<file path="src/rtl/core/mcr_pkg.sv">
// Shared types and constants of the midpoint circle rasterizer.
// No dependencies; imported by every module of the block.
package mcr_pkg;

   localparam int NUM_SLOTS     = 8;
   localparam int SLOT_BITS     = 3;
   localparam int FIELD_BITS    = 14;
   localparam int STEP_BITS     = 15;
   localparam int DIM_BITS      = 15;
   localparam int DEC_BITS      = 20;
   localparam int CRD_BITS      = 18;
   localparam int INK_PORT_BITS = 32;
   localparam int REQ_DATA_BITS = 80;
   localparam int RSP_DATA_BITS = 80;
   localparam int RSP_USER_BITS = 2;

   localparam logic [DEC_BITS-1:0] DEC_INIT     = 20'd3;
   localparam logic [DEC_BITS-1:0] DEC_STEP_INC = 20'd6;
   localparam logic [DEC_BITS-1:0] DEC_DIAG_INC = 20'd10;

   localparam logic [DIM_BITS-1:0] DIM_RESET = 15'd1024;

   localparam logic REQ_START = 1'b0;
   localparam logic REQ_STEP  = 1'b1;

   localparam logic CSR_IMAGE_WIDTH  = 1'b0;
   localparam logic CSR_IMAGE_HEIGHT = 1'b1;

   typedef enum logic [1:0] {
      PHASE_IDLE = 2'd0,
      PHASE_DRAW = 2'd1,
      PHASE_DONE = 2'd3
   } phase_type;

   typedef struct packed {
      logic [NUM_SLOTS-1:0]                 valid;
      logic [NUM_SLOTS-1:0][FIELD_BITS-1:0] row;
      logic [NUM_SLOTS-1:0][FIELD_BITS-1:0] col_first;
      logic [NUM_SLOTS-1:0][FIELD_BITS-1:0] col_last;
   } cand_type;

endpackage

</file>
<file path="src/rtl/core/mcr_paint.sv">
// Candidate write generator: eight clipped pixels or four clipped spans for one x position.
// Depends on mcr_pkg.
module mcr_paint
   import mcr_pkg::*;
(
   input  logic [STEP_BITS-1:0]    step_x,
   input  logic [STEP_BITS-1:0]    step_y,
   input  logic signed [15:0]      center_x,
   input  logic signed [15:0]      center_y,
   input  logic                    fill_mode,
   input  logic [DIM_BITS-1:0]     width_eff,
   input  logic [DIM_BITS-1:0]     height_eff,
   output cand_type                cand
);

   logic signed [CRD_BITS-1:0] cx_s, cy_s, x_s, y_s, w_s, h_s, w_last_s;
   logic signed [CRD_BITS-1:0] cx_px, cx_mx, cx_py, cx_my, cy_px, cy_mx, cy_py, cy_my;
   logic signed [CRD_BITS-1:0] row_s [NUM_SLOTS];
   logic signed [CRD_BITS-1:0] c0_s  [NUM_SLOTS];
   logic signed [CRD_BITS-1:0] c1_s  [NUM_SLOTS];
   logic signed [CRD_BITS-1:0] c0_cl [NUM_SLOTS];
   logic signed [CRD_BITS-1:0] c1_cl [NUM_SLOTS];
   logic [NUM_SLOTS-1:0]       en;

   always_comb begin
      cx_s     = CRD_BITS'(center_x);
      cy_s     = CRD_BITS'(center_y);
      x_s      = signed'({3'b000, step_x});
      y_s      = signed'({3'b000, step_y});
      w_s      = signed'({3'b000, width_eff});
      h_s      = signed'({3'b000, height_eff});
      w_last_s = w_s - 18'sd1;
      cx_px    = cx_s + x_s;
      cx_mx    = cx_s - x_s;
      cx_py    = cx_s + y_s;
      cx_my    = cx_s - y_s;
      cy_px    = cy_s + x_s;
      cy_mx    = cy_s - x_s;
      cy_py    = cy_s + y_s;
      cy_my    = cy_s - y_s;
   end

   always_comb begin
      if (fill_mode) begin
         en       = 8'b0000_1111;
         row_s[0] = cy_py;  c0_s[0] = cx_mx;  c1_s[0] = cx_px;
         row_s[1] = cy_my;  c0_s[1] = cx_mx;  c1_s[1] = cx_px;
         row_s[2] = cy_px;  c0_s[2] = cx_my;  c1_s[2] = cx_py;
         row_s[3] = cy_mx;  c0_s[3] = cx_my;  c1_s[3] = cx_py;
         row_s[4] = cy_my;  c0_s[4] = cx_px;  c1_s[4] = cx_px;
         row_s[5] = cy_py;  c0_s[5] = cx_px;  c1_s[5] = cx_px;
         row_s[6] = cy_my;  c0_s[6] = cx_mx;  c1_s[6] = cx_mx;
         row_s[7] = cy_py;  c0_s[7] = cx_mx;  c1_s[7] = cx_mx;
      end else begin
         en       = 8'b1111_1111;
         row_s[0] = cy_mx;  c0_s[0] = cx_py;  c1_s[0] = cx_py;
         row_s[1] = cy_px;  c0_s[1] = cx_py;  c1_s[1] = cx_py;
         row_s[2] = cy_mx;  c0_s[2] = cx_my;  c1_s[2] = cx_my;
         row_s[3] = cy_px;  c0_s[3] = cx_my;  c1_s[3] = cx_my;
         row_s[4] = cy_my;  c0_s[4] = cx_px;  c1_s[4] = cx_px;
         row_s[5] = cy_py;  c0_s[5] = cx_px;  c1_s[5] = cx_px;
         row_s[6] = cy_my;  c0_s[6] = cx_mx;  c1_s[6] = cx_mx;
         row_s[7] = cy_py;  c0_s[7] = cx_mx;  c1_s[7] = cx_mx;
      end
   end

   always_comb begin
      for (int i = 0; i < NUM_SLOTS; i++) begin
         c0_cl[i] = (c0_s[i] < 18'sd0) ? 18'sd0 : c0_s[i];
         c1_cl[i] = (c1_s[i] > w_last_s) ? w_last_s : c1_s[i];
         cand.valid[i] = en[i] && (row_s[i] >= 18'sd0) && (row_s[i] < h_s)
                         && (c1_s[i] >= 18'sd0) && (c0_s[i] < w_s);
         cand.row[i]       = row_s[i][FIELD_BITS-1:0];
         cand.col_first[i] = c0_cl[i][FIELD_BITS-1:0];
         cand.col_last[i]  = c1_cl[i][FIELD_BITS-1:0];
      end
   end

endmodule

</file>
<file path="src/rtl/core/mcr_burst.sv">
// Result buffer: holds the surviving writes of one step and sends them one per transaction.
// Depends on mcr_pkg.
module mcr_burst
   import mcr_pkg::*;
(
   input  logic                     clock,
   input  logic                     reset,
   input  logic                     load,
   input  cand_type                 cand,
   input  logic                     step_done,
   input  logic [INK_PORT_BITS-1:0] ink,
   output logic                     can_load,
   output logic                     rsp_tvalid,
   input  logic                     rsp_tready,
   // fields from bit 0: row, col_first, col_last, ink_out, zero fill
   output logic [RSP_DATA_BITS-1:0] rsp_tdata,
   // fields from bit 0: write_valid, drawing_done
   output logic [RSP_USER_BITS-1:0] rsp_tuser,
   output logic                     rsp_tlast
);

   logic [NUM_SLOTS-1:0]  mask_ff, mask_in, rest_mask;
   cand_type              ent_ff;
   logic [INK_PORT_BITS-1:0] ink_ff;
   logic                  wvalid_ff, done_ff;
   logic [SLOT_BITS-1:0]  sel;
   logic                  take, take_last;
   logic [FIELD_BITS-1:0] row_o, c0_o, c1_o;
   logic [INK_PORT_BITS-1:0] ink_o;

   always_comb begin
      sel = '0;
      for (int i = NUM_SLOTS - 1; i >= 0; i--) begin
         if (mask_ff[i]) begin
            sel = SLOT_BITS'(i);
         end
      end
   end

   always_comb begin
      rest_mask  = mask_ff & (mask_ff - 1'b1);
      rsp_tvalid = |mask_ff;
      rsp_tlast  = (rest_mask == '0);
      take       = rsp_tvalid && rsp_tready;
      take_last  = take && rsp_tlast;
      can_load   = !rsp_tvalid || take_last;
      if (load) begin
         mask_in = (|cand.valid) ? cand.valid : NUM_SLOTS'(1);
      end else if (take) begin
         mask_in = rest_mask;
      end else begin
         mask_in = mask_ff;
      end
   end

   always_ff @(posedge clock) begin
      if (reset) begin
         mask_ff <= '0;
      end else begin
         mask_ff <= mask_in;
      end
   end

   always_ff @(posedge clock) begin
      if (load) begin
         ent_ff    <= cand;
         ink_ff    <= ink;
         wvalid_ff <= |cand.valid;
         done_ff   <= step_done;
      end
   end

   always_comb begin
      row_o = wvalid_ff ? ent_ff.row[sel]       : '0;
      c0_o  = wvalid_ff ? ent_ff.col_first[sel] : '0;
      c1_o  = wvalid_ff ? ent_ff.col_last[sel]  : '0;
      ink_o = wvalid_ff ? ink_ff                : '0;
      rsp_tdata = {6'b000000, ink_o, c1_o, c0_o, row_o};
      rsp_tuser = {done_ff, wvalid_ff};
   end

   a_load_when_free : assert property (@(posedge clock) disable iff (reset)
      load |-> (!rsp_tvalid || take_last))
      else $error("step loaded while result buffer still busy");

   a_invalid_single : assert property (@(posedge clock) disable iff (reset)
      (rsp_tvalid && !wvalid_ff) |-> $onehot(mask_ff))
      else $error("invalid result is not a single transaction");

   a_burst_continues : assert property (@(posedge clock) disable iff (reset)
      (take && !rsp_tlast) |=> rsp_tvalid)
      else $error("burst ended before its last transaction");

endmodule

</file>
<file path="src/rtl/core/midpoint_circle_rasterizer_unit.sv">
// Midpoint circle rasterizer. An accepted transaction is registered; a step waits there until
// the result buffer can load, and its first result then passes the buffer's mask register. A
// step sends 1 to 8 results, one per cycle while rsp_tready is high; a start retires without
// waiting and overlaps a draining step. Synchronous active-high reset clears the phase to idle,
// the walk state to zero and both image registers to 1024. Depends on mcr_pkg.
module midpoint_circle_rasterizer_unit
   import mcr_pkg::*;
#(
   parameter int INK_BYTES  = 4,
   parameter int COORD_BITS = 14
) (
   input  logic                     clock,
   input  logic                     reset,
   input  logic                     csr_wr_en,
   input  logic                     csr_index,
   input  logic [DIM_BITS-1:0]      csr_wr_data,
   input  logic                     req_tvalid,
   output logic                     req_tready,
   // fields from bit 0: center_x, center_y, circle_radius, fill_mode, ink_value, zero fill
   input  logic [REQ_DATA_BITS-1:0] req_tdata,
   // fields from bit 0: req_type
   input  logic                     req_tuser,
   output logic                     rsp_tvalid,
   input  logic                     rsp_tready,
   // fields from bit 0: row, col_first, col_last, ink_out, zero fill
   output logic [RSP_DATA_BITS-1:0] rsp_tdata,
   // fields from bit 0: write_valid, drawing_done
   output logic [RSP_USER_BITS-1:0] rsp_tuser,
   output logic                     rsp_tlast
);

   localparam int INK_W = (INK_BYTES * 8 > INK_PORT_BITS) ? INK_PORT_BITS : INK_BYTES * 8;
   localparam logic [16:0] DIM_LIMIT = 17'(1) << COORD_BITS;

   logic [DIM_BITS-1:0] width_ff, height_ff, width_eff, height_eff;
   logic [16:0]         width_lim, height_lim;

   logic                in_valid_ff, in_type_ff, in_fill_ff;
   logic signed [15:0]  in_cx_ff, in_cy_ff;
   logic [13:0]         in_radius_ff;
   logic [INK_W-1:0]    in_ink_ff;

   logic [STEP_BITS-1:0] step_x_ff, step_x_in, step_y_ff, step_y_in;
   logic [DEC_BITS-1:0]  decision_ff, decision_in;
   logic signed [15:0]   latched_cx_ff, latched_cy_ff;
   logic                 latched_fill_ff;
   logic [INK_W-1:0]     latched_ink_ff;
   phase_type            phase_ff, phase_in;

   logic process, do_start, do_step, draw_active, can_load, step_done, x_lt_y, off_image;
   logic [DEC_BITS-1:0]   x20, y20;
   logic [STEP_BITS-1:0]  x_next, y_next;
   logic signed [CRD_BITS-1:0] cx_s, cy_s, r_s, w_s, h_s;
   cand_type              cand;

   always_ff @(posedge clock) begin
      if (reset) begin
         width_ff  <= DIM_RESET;
         height_ff <= DIM_RESET;
      end else if (csr_wr_en) begin
         case (csr_index)
            CSR_IMAGE_WIDTH:  width_ff  <= csr_wr_data;
            CSR_IMAGE_HEIGHT: height_ff <= csr_wr_data;
            default: ;
         endcase
      end
   end

   always_comb begin
      width_lim  = ({2'b00, width_ff} < DIM_LIMIT) ? {2'b00, width_ff} : DIM_LIMIT;
      height_lim = ({2'b00, height_ff} < DIM_LIMIT) ? {2'b00, height_ff} : DIM_LIMIT;
      width_eff  = width_lim[DIM_BITS-1:0];
      height_eff = height_lim[DIM_BITS-1:0];
   end

   always_comb begin
      process    = in_valid_ff && ((in_type_ff == REQ_START) || can_load);
      do_start   = process && (in_type_ff == REQ_START);
      do_step    = process && (in_type_ff == REQ_STEP);
      req_tready = !in_valid_ff || process;
   end

   always_ff @(posedge clock) begin
      if (reset) begin
         in_valid_ff <= 1'b0;
      end else if (req_tready) begin
         in_valid_ff <= req_tvalid;
      end
   end

   always_ff @(posedge clock) begin
      if (req_tready && req_tvalid) begin
         in_type_ff   <= req_tuser;
         in_cx_ff     <= req_tdata[15:0];
         in_cy_ff     <= req_tdata[31:16];
         in_radius_ff <= req_tdata[45:32];
         in_fill_ff   <= req_tdata[46];
         in_ink_ff    <= req_tdata[47 +: INK_W];
      end
   end

   always_comb begin
      cx_s      = CRD_BITS'(in_cx_ff);
      cy_s      = CRD_BITS'(in_cy_ff);
      r_s       = signed'({4'b0000, in_radius_ff});
      w_s       = signed'({3'b000, width_ff});
      h_s       = signed'({3'b000, height_ff});
      off_image = (cx_s + r_s < 18'sd0) || (cx_s - r_s >= w_s)
                  || (cy_s + r_s < 18'sd0) || (cy_s - r_s >= h_s);
   end

   always_comb begin
      x20    = DEC_BITS'(step_x_ff);
      y20    = DEC_BITS'(step_y_ff);
      x_lt_y = step_x_ff < step_y_ff;
      x_next = step_x_ff + 1'b1;
      y_next = decision_ff[DEC_BITS-1] ? step_y_ff : step_y_ff - 1'b1;
      step_done = !draw_active || !x_lt_y || (x_next > y_next);
   end

   always_comb begin
      step_x_in   = step_x_ff;
      step_y_in   = step_y_ff;
      decision_in = decision_ff;
      if (do_start) begin
         step_x_in   = '0;
         step_y_in   = STEP_BITS'(in_radius_ff);
         decision_in = DEC_INIT - {5'b00000, in_radius_ff, 1'b0};
      end else if (do_step && draw_active && x_lt_y) begin
         step_x_in = x_next;
         step_y_in = y_next;
         if (decision_ff[DEC_BITS-1]) begin
            decision_in = decision_ff + (x20 << 2) + DEC_STEP_INC;
         end else begin
            decision_in = decision_ff + ((x20 - y20) << 2) + DEC_DIAG_INC;
         end
      end
   end

   always_comb begin
      phase_in = phase_ff;
      if (do_start) begin
         phase_in = off_image ? PHASE_DONE : PHASE_DRAW;
      end else if (do_step && draw_active && step_done) begin
         phase_in = PHASE_DONE;
      end
   end

   always_comb begin
      case (phase_ff)
         PHASE_DRAW: draw_active = 1'b1;
         default:    draw_active = 1'b0;
      endcase
   end

   always_ff @(posedge clock) begin
      if (reset) begin
         phase_ff        <= PHASE_IDLE;
         step_x_ff       <= '0;
         step_y_ff       <= '0;
         decision_ff     <= '0;
         latched_cx_ff   <= '0;
         latched_cy_ff   <= '0;
         latched_fill_ff <= 1'b0;
         latched_ink_ff  <= '0;
      end else begin
         phase_ff    <= phase_in;
         step_x_ff   <= step_x_in;
         step_y_ff   <= step_y_in;
         decision_ff <= decision_in;
         if (do_start) begin
            latched_cx_ff   <= in_cx_ff;
            latched_cy_ff   <= in_cy_ff;
            latched_fill_ff <= in_fill_ff;
            latched_ink_ff  <= in_ink_ff;
         end
      end
   end

   mcr_paint u_paint (
      .step_x     (step_x_ff),
      .step_y     (step_y_ff),
      .center_x   (latched_cx_ff),
      .center_y   (latched_cy_ff),
      .fill_mode  (latched_fill_ff),
      .width_eff  (width_eff),
      .height_eff (height_eff),
      .cand       (cand)
   );

   mcr_burst u_burst (
      .clock      (clock),
      .reset      (reset),
      .load       (do_step),
      .cand       (draw_active ? cand : '0),
      .step_done  (step_done),
      .ink        (INK_PORT_BITS'(latched_ink_ff)),
      .can_load   (can_load),
      .rsp_tvalid (rsp_tvalid),
      .rsp_tready (rsp_tready),
      .rsp_tdata  (rsp_tdata),
      .rsp_tuser  (rsp_tuser),
      .rsp_tlast  (rsp_tlast)
   );

endmodule
</file>
<file path="config.mk">
export PLATFORM = sky130hd
export DESIGN_NAME = midpoint_circle_rasterizer_unit
export DESIGN_NICKNAME = d
export VERILOG_FILES = /design/src/rtl/core/mcr_pkg.sv /design/src/rtl/core/mcr_paint.sv /design/src/rtl/core/mcr_burst.sv /design/src/rtl/core/midpoint_circle_rasterizer_unit.sv
export SDC_FILE = /design/constraint.sdc
export NUM_CORES = 2
export LEC_CHECK = 0
export ABC_CLOCK_PERIOD_IN_PS = 9900
export BUFFER_PORTS_ARGS = -buffer_cell sky130_fd_sc_hd__buf_4
export CORE_ASPECT_RATIO = 1.75
export CORE_UTILIZATION = 60
export DETAILED_ROUTE_END_ITERATION = 16
export HOLD_SLACK_MARGIN = 0.03
export PLACE_DENSITY = 0.77
export SYNTH_ARGS = -nofsm -noshare
export SYNTH_HDL_FRONTEND = slang
export SYNTH_SLANG_ARGS = --single-unit
</file>
<file path="constraint.sdc">
create_clock -name clock -period 9.9 [get_ports clock]
set_input_delay 0.495 -clock clock [delete_from_list [all_inputs] [get_ports clock]]
set_output_delay 0.495 -clock clock [all_outputs]
set_load 0.01 [all_outputs]
</file>
==> results.json <==
{
  "synth-seq-cells": 462,
  "yosys.area.top_type_share_pct": 25.4,
  "finalCritPeriodShare_pct": 65.3,
  "dp_cells": 4803,
  "globalplace.congestion": 1.02,
  "finalWorstSetupSlack_ns": 3.44,
  "grt_usage_pct": 39.5,
  "grt_pass1_wl_um": 181000,
  "critPathArrivalTime_ns": 6.87,
  "row_count": 118,
  "synth_area_leaders": "edfxtp_1 25%, ha_1 18%, dfxtp_1 8.5%, a21oi_1 5.4%, xnor2_1 4.1%",
  "syn_inst": 3979,
  "synth_edf_count": 307,
  "ys.flop_type": "edfxtp_1",
  "min_path_cells": 1,
  "avgSynthCellArea_um2": 9.12,
  "clock-sinks": 462,
  "fmax_mhz": 155,
  "die_height_um": 327,
  "endpoint_kind": "flip-flop",
  "worstSetupPathType": "flip-flop to flip-flop",
  "layoutNonFillerInstCount": 4913,
  "drtPass1Iterations": 5,
  "pin_count": 187,
  "tightest_slew_ns": 1.10,
  "fillCellCount": 4882,
  "final_hold_viol_count": 0,
  "io_buffers": 179,
  "antenna_found_initial": 2,
  "skew_ns": 0.0258,
  "synth_top_area_cell": "edfxtp_1",
  "cp.required_ns": 10.31,
  "cts_buffers": 43,
  "drtIter0Drc": 2197,
  "slew_headroom_pct": 25.8,
  "nets": 4733,
  "drc_errors": 0,
  "die_area_um2": 61500,
  "dpl.hpwl_um": 94100,
  "max_cap_viol_count": 0,
  "rsz0062_at_grt": "no",
  "slew_viol_final": 0,
  "fp.coreArea_um2": 59500,
  "dp_slack_ns": 3.64,
  "final_util_pct": 67.2,
  "grt_start_max_net_pins": 159,
  "holdCritPathClass": "primary input to flip-flop",
  "routedWlPerCell_um": 24.9,
  "area_growth_pct": 10.2,
  "cts-root-buf": "clkbuf_16",
  "vdd_drop_max_v": 0.000223,
  "min_period_ns": 6.46,
  "final_antenna_net_count": 0,
  "critical_path_peak_fanout": 28,
  "num_vias": 30600,
  "status": "complete, no violations",
  "drt_wl_total_um": 122000,
  "netlist_area_um2": 36300,
  "initial_core_util_pct": 61.0,
  "reg2regPathDepth": 21,
  "yosysWarnings": 0,
  "p_leak_nw": 17.3,
  "tns_ns": 0,
  "layout-drive-gt1-share_pct": 8.98,
  "htreeDepth": 2,
  "grt_overflow": 0,
  "clk_pin_slew_ns": 0.07,
  "grt_pass1_vias": 30600,
  "ys_seq_area_share_pct": 33.9,
  "via_per_inst": 6.23,
  "clock_path_buffers": 3,
  "synth.distinct_cells": 83,
  "cts_tree": "yes",
  "die_w_um": 188,
  "clk_latency_ns": 0.62,
  "finalSetupViolations": 0,
  "cellPowerDensity_nw_per_um2": 142,
  "async_flop_share_pct": 0,
  "cp-start-kind": "flip-flop"
}
[layout make-up]
type	instances	area, um2	area share, %
Clock inverter	27	253	0.632
Sequential cell	462	12300	30.8
Multi-Input combinational cell	3080	22400	55.9
Antenna cell	2	5.00	0.0125
Timing Repair Buffer	244	1920	4.81
Tap cell	780	976	2.44
Inverter	268	1010	2.53
Clock buffer	50	1140	2.86
[repair_timing]
item                      in CTS  in global routing
setup buffers                  0                  0
hold endpoints to repair      31                  0
hold buffers                  31                  0
gates resized for setup        0                  0
[worst max-delay path, cell delays in order (launching register included)]
cell and delay, ns:
dfxtp_1 0.71, inv_1 0.36, ha_1 0.48, nor2b_1 0.19
o211a_1 0.21, o21a_1 0.19, o41a_1 0.40, a41oi_1 0.39
o21ai_0 0.19, xnor2_1 0.62, inv_1 0.15, ha_1 0.35
a21o_1 0.16, a21o_1 0.22, a21oi_1 0.18, nor2b_1 0.07
a2111oi_0 0.40, a41oi_1 0.11, a21oi_2 0.16, buf_4 0.34
nor2_1 0.07, a211oi_1 0.28
[synthesized netlist by cell type (all sizes together) (68+ instances only)]
cell type  number
edfxtp        307
clkbuf        129
ha            519
nand2         379
xnor2         171
a21oi         395
a21o           84
dfxtp         155
nor2          358
o21ai         141
a211oi         71
nand3          68
and2          141
inv           267
[placed cells by master (no fill, tap or decap), drive strengths merged, types with 18 or more instances in the layout]
cell         synthesis  final
ha                 519    519
a21oi              395    395
nand2              379    379
nor2               358    358
edfxtp             307    307
inv                267    273
buf                 45    213
xnor2              171    171
dfxtp              155    155
o21ai              141    141
and2               141    141
a21o                84     84
a211oi              71     71
nand3               68     68
nor3                65     65
xor2                61     61
clkbuf             129     50
nor2b               49     49
nand2b              44     44
mux4                41     41
mux2i               40     40
o21bai              34     34
a31oi               32     32
nand4               31     31
o21a                31     31
dlygate4sd3          0     31
o31ai               31     31
o211ai              29     29
nor4                19     19
or3                 19     19
o211a               18     18
clkinv               1     18
[cell families after synthesis]
| family | synth area share [%] |
|---|---|
| fa+ha+maj | 18.7 |
| simple gates | 15.8 |
| other cells | 0.0103 |
| buf+inv | 4.75 |
| compound gates | 17.4 |
| xor+xnor | 5.60 |
| mux | 3.77 |
| flops | 33.9 |
[per-stage QoR]
stage	power, W	hold slack [ns]	area [um2]
finish	0.00570	0.0580	40000
global route	0.00593	0.0381	40000
CTS	0.00566	0.0302	40000
detailed placement	0.00398	0.414	38300
global placement	0.00395	0.411	38300
floorplan	0.00343	0.408	36300
[power by group]
group	switching, W	leakage, nW	total [W]	internal [W]
sequential	0.0000833	4.17	0.00221	0.00213
combinational	0.00110	12.4	0.00179	0.000686
clock	0.000800	0.691	0.00170	0.000896
[registers in the layout, indices dropped and copies added (netlist names), 2 cells and up]
| signal | cells |
|---|---|
| decision_ff | 19 |
| height_ff | 15 |
| in_cx_ff | 16 |
| in_cy_ff | 16 |
| in_ink_ff | 32 |
| in_radius_ff | 14 |
| latched_cx_ff | 16 |
| latched_cy_ff | 16 |
| latched_ink_ff | 32 |
| phase_ff | 2 |
| step_x_ff | 15 |
| step_y_ff | 15 |
| u_burst.ent_ff | 193 |
| u_burst.ink_ff | 32 |
| u_burst.mask_ff | 8 |
| width_ff | 15 |
[worst paths after layout]
path                                  startpoint                                end  slack (ns)
hold / removal                      req_tdata[0]              in_cx_ff[0]$_DFFE_PP_        0.06
setup reg to reg       step_x_ff[2]$_SDFFE_PP0P_  u_burst.ent_ff[102]$_SDFFCE_PP0P_        3.44
hold reg to reg   latched_ink_ff[4]$_SDFFE_PP0P_        u_burst.ink_ff[4]$_DFFE_PP_        0.43
setup / recovery       step_x_ff[2]$_SDFFE_PP0P_  u_burst.ent_ff[102]$_SDFFCE_PP0P_        3.44
[routing by layer]
layer	routed length (um)	track usage [%]	up-vias
met4	13200	36.4	2
met1	42400	40.6	14400
li1	-	-	14500
met5	9	0	-
met3	7510	6.60	423
met2	59100	68.3	1243
Power figures use the tool's default switching activity.
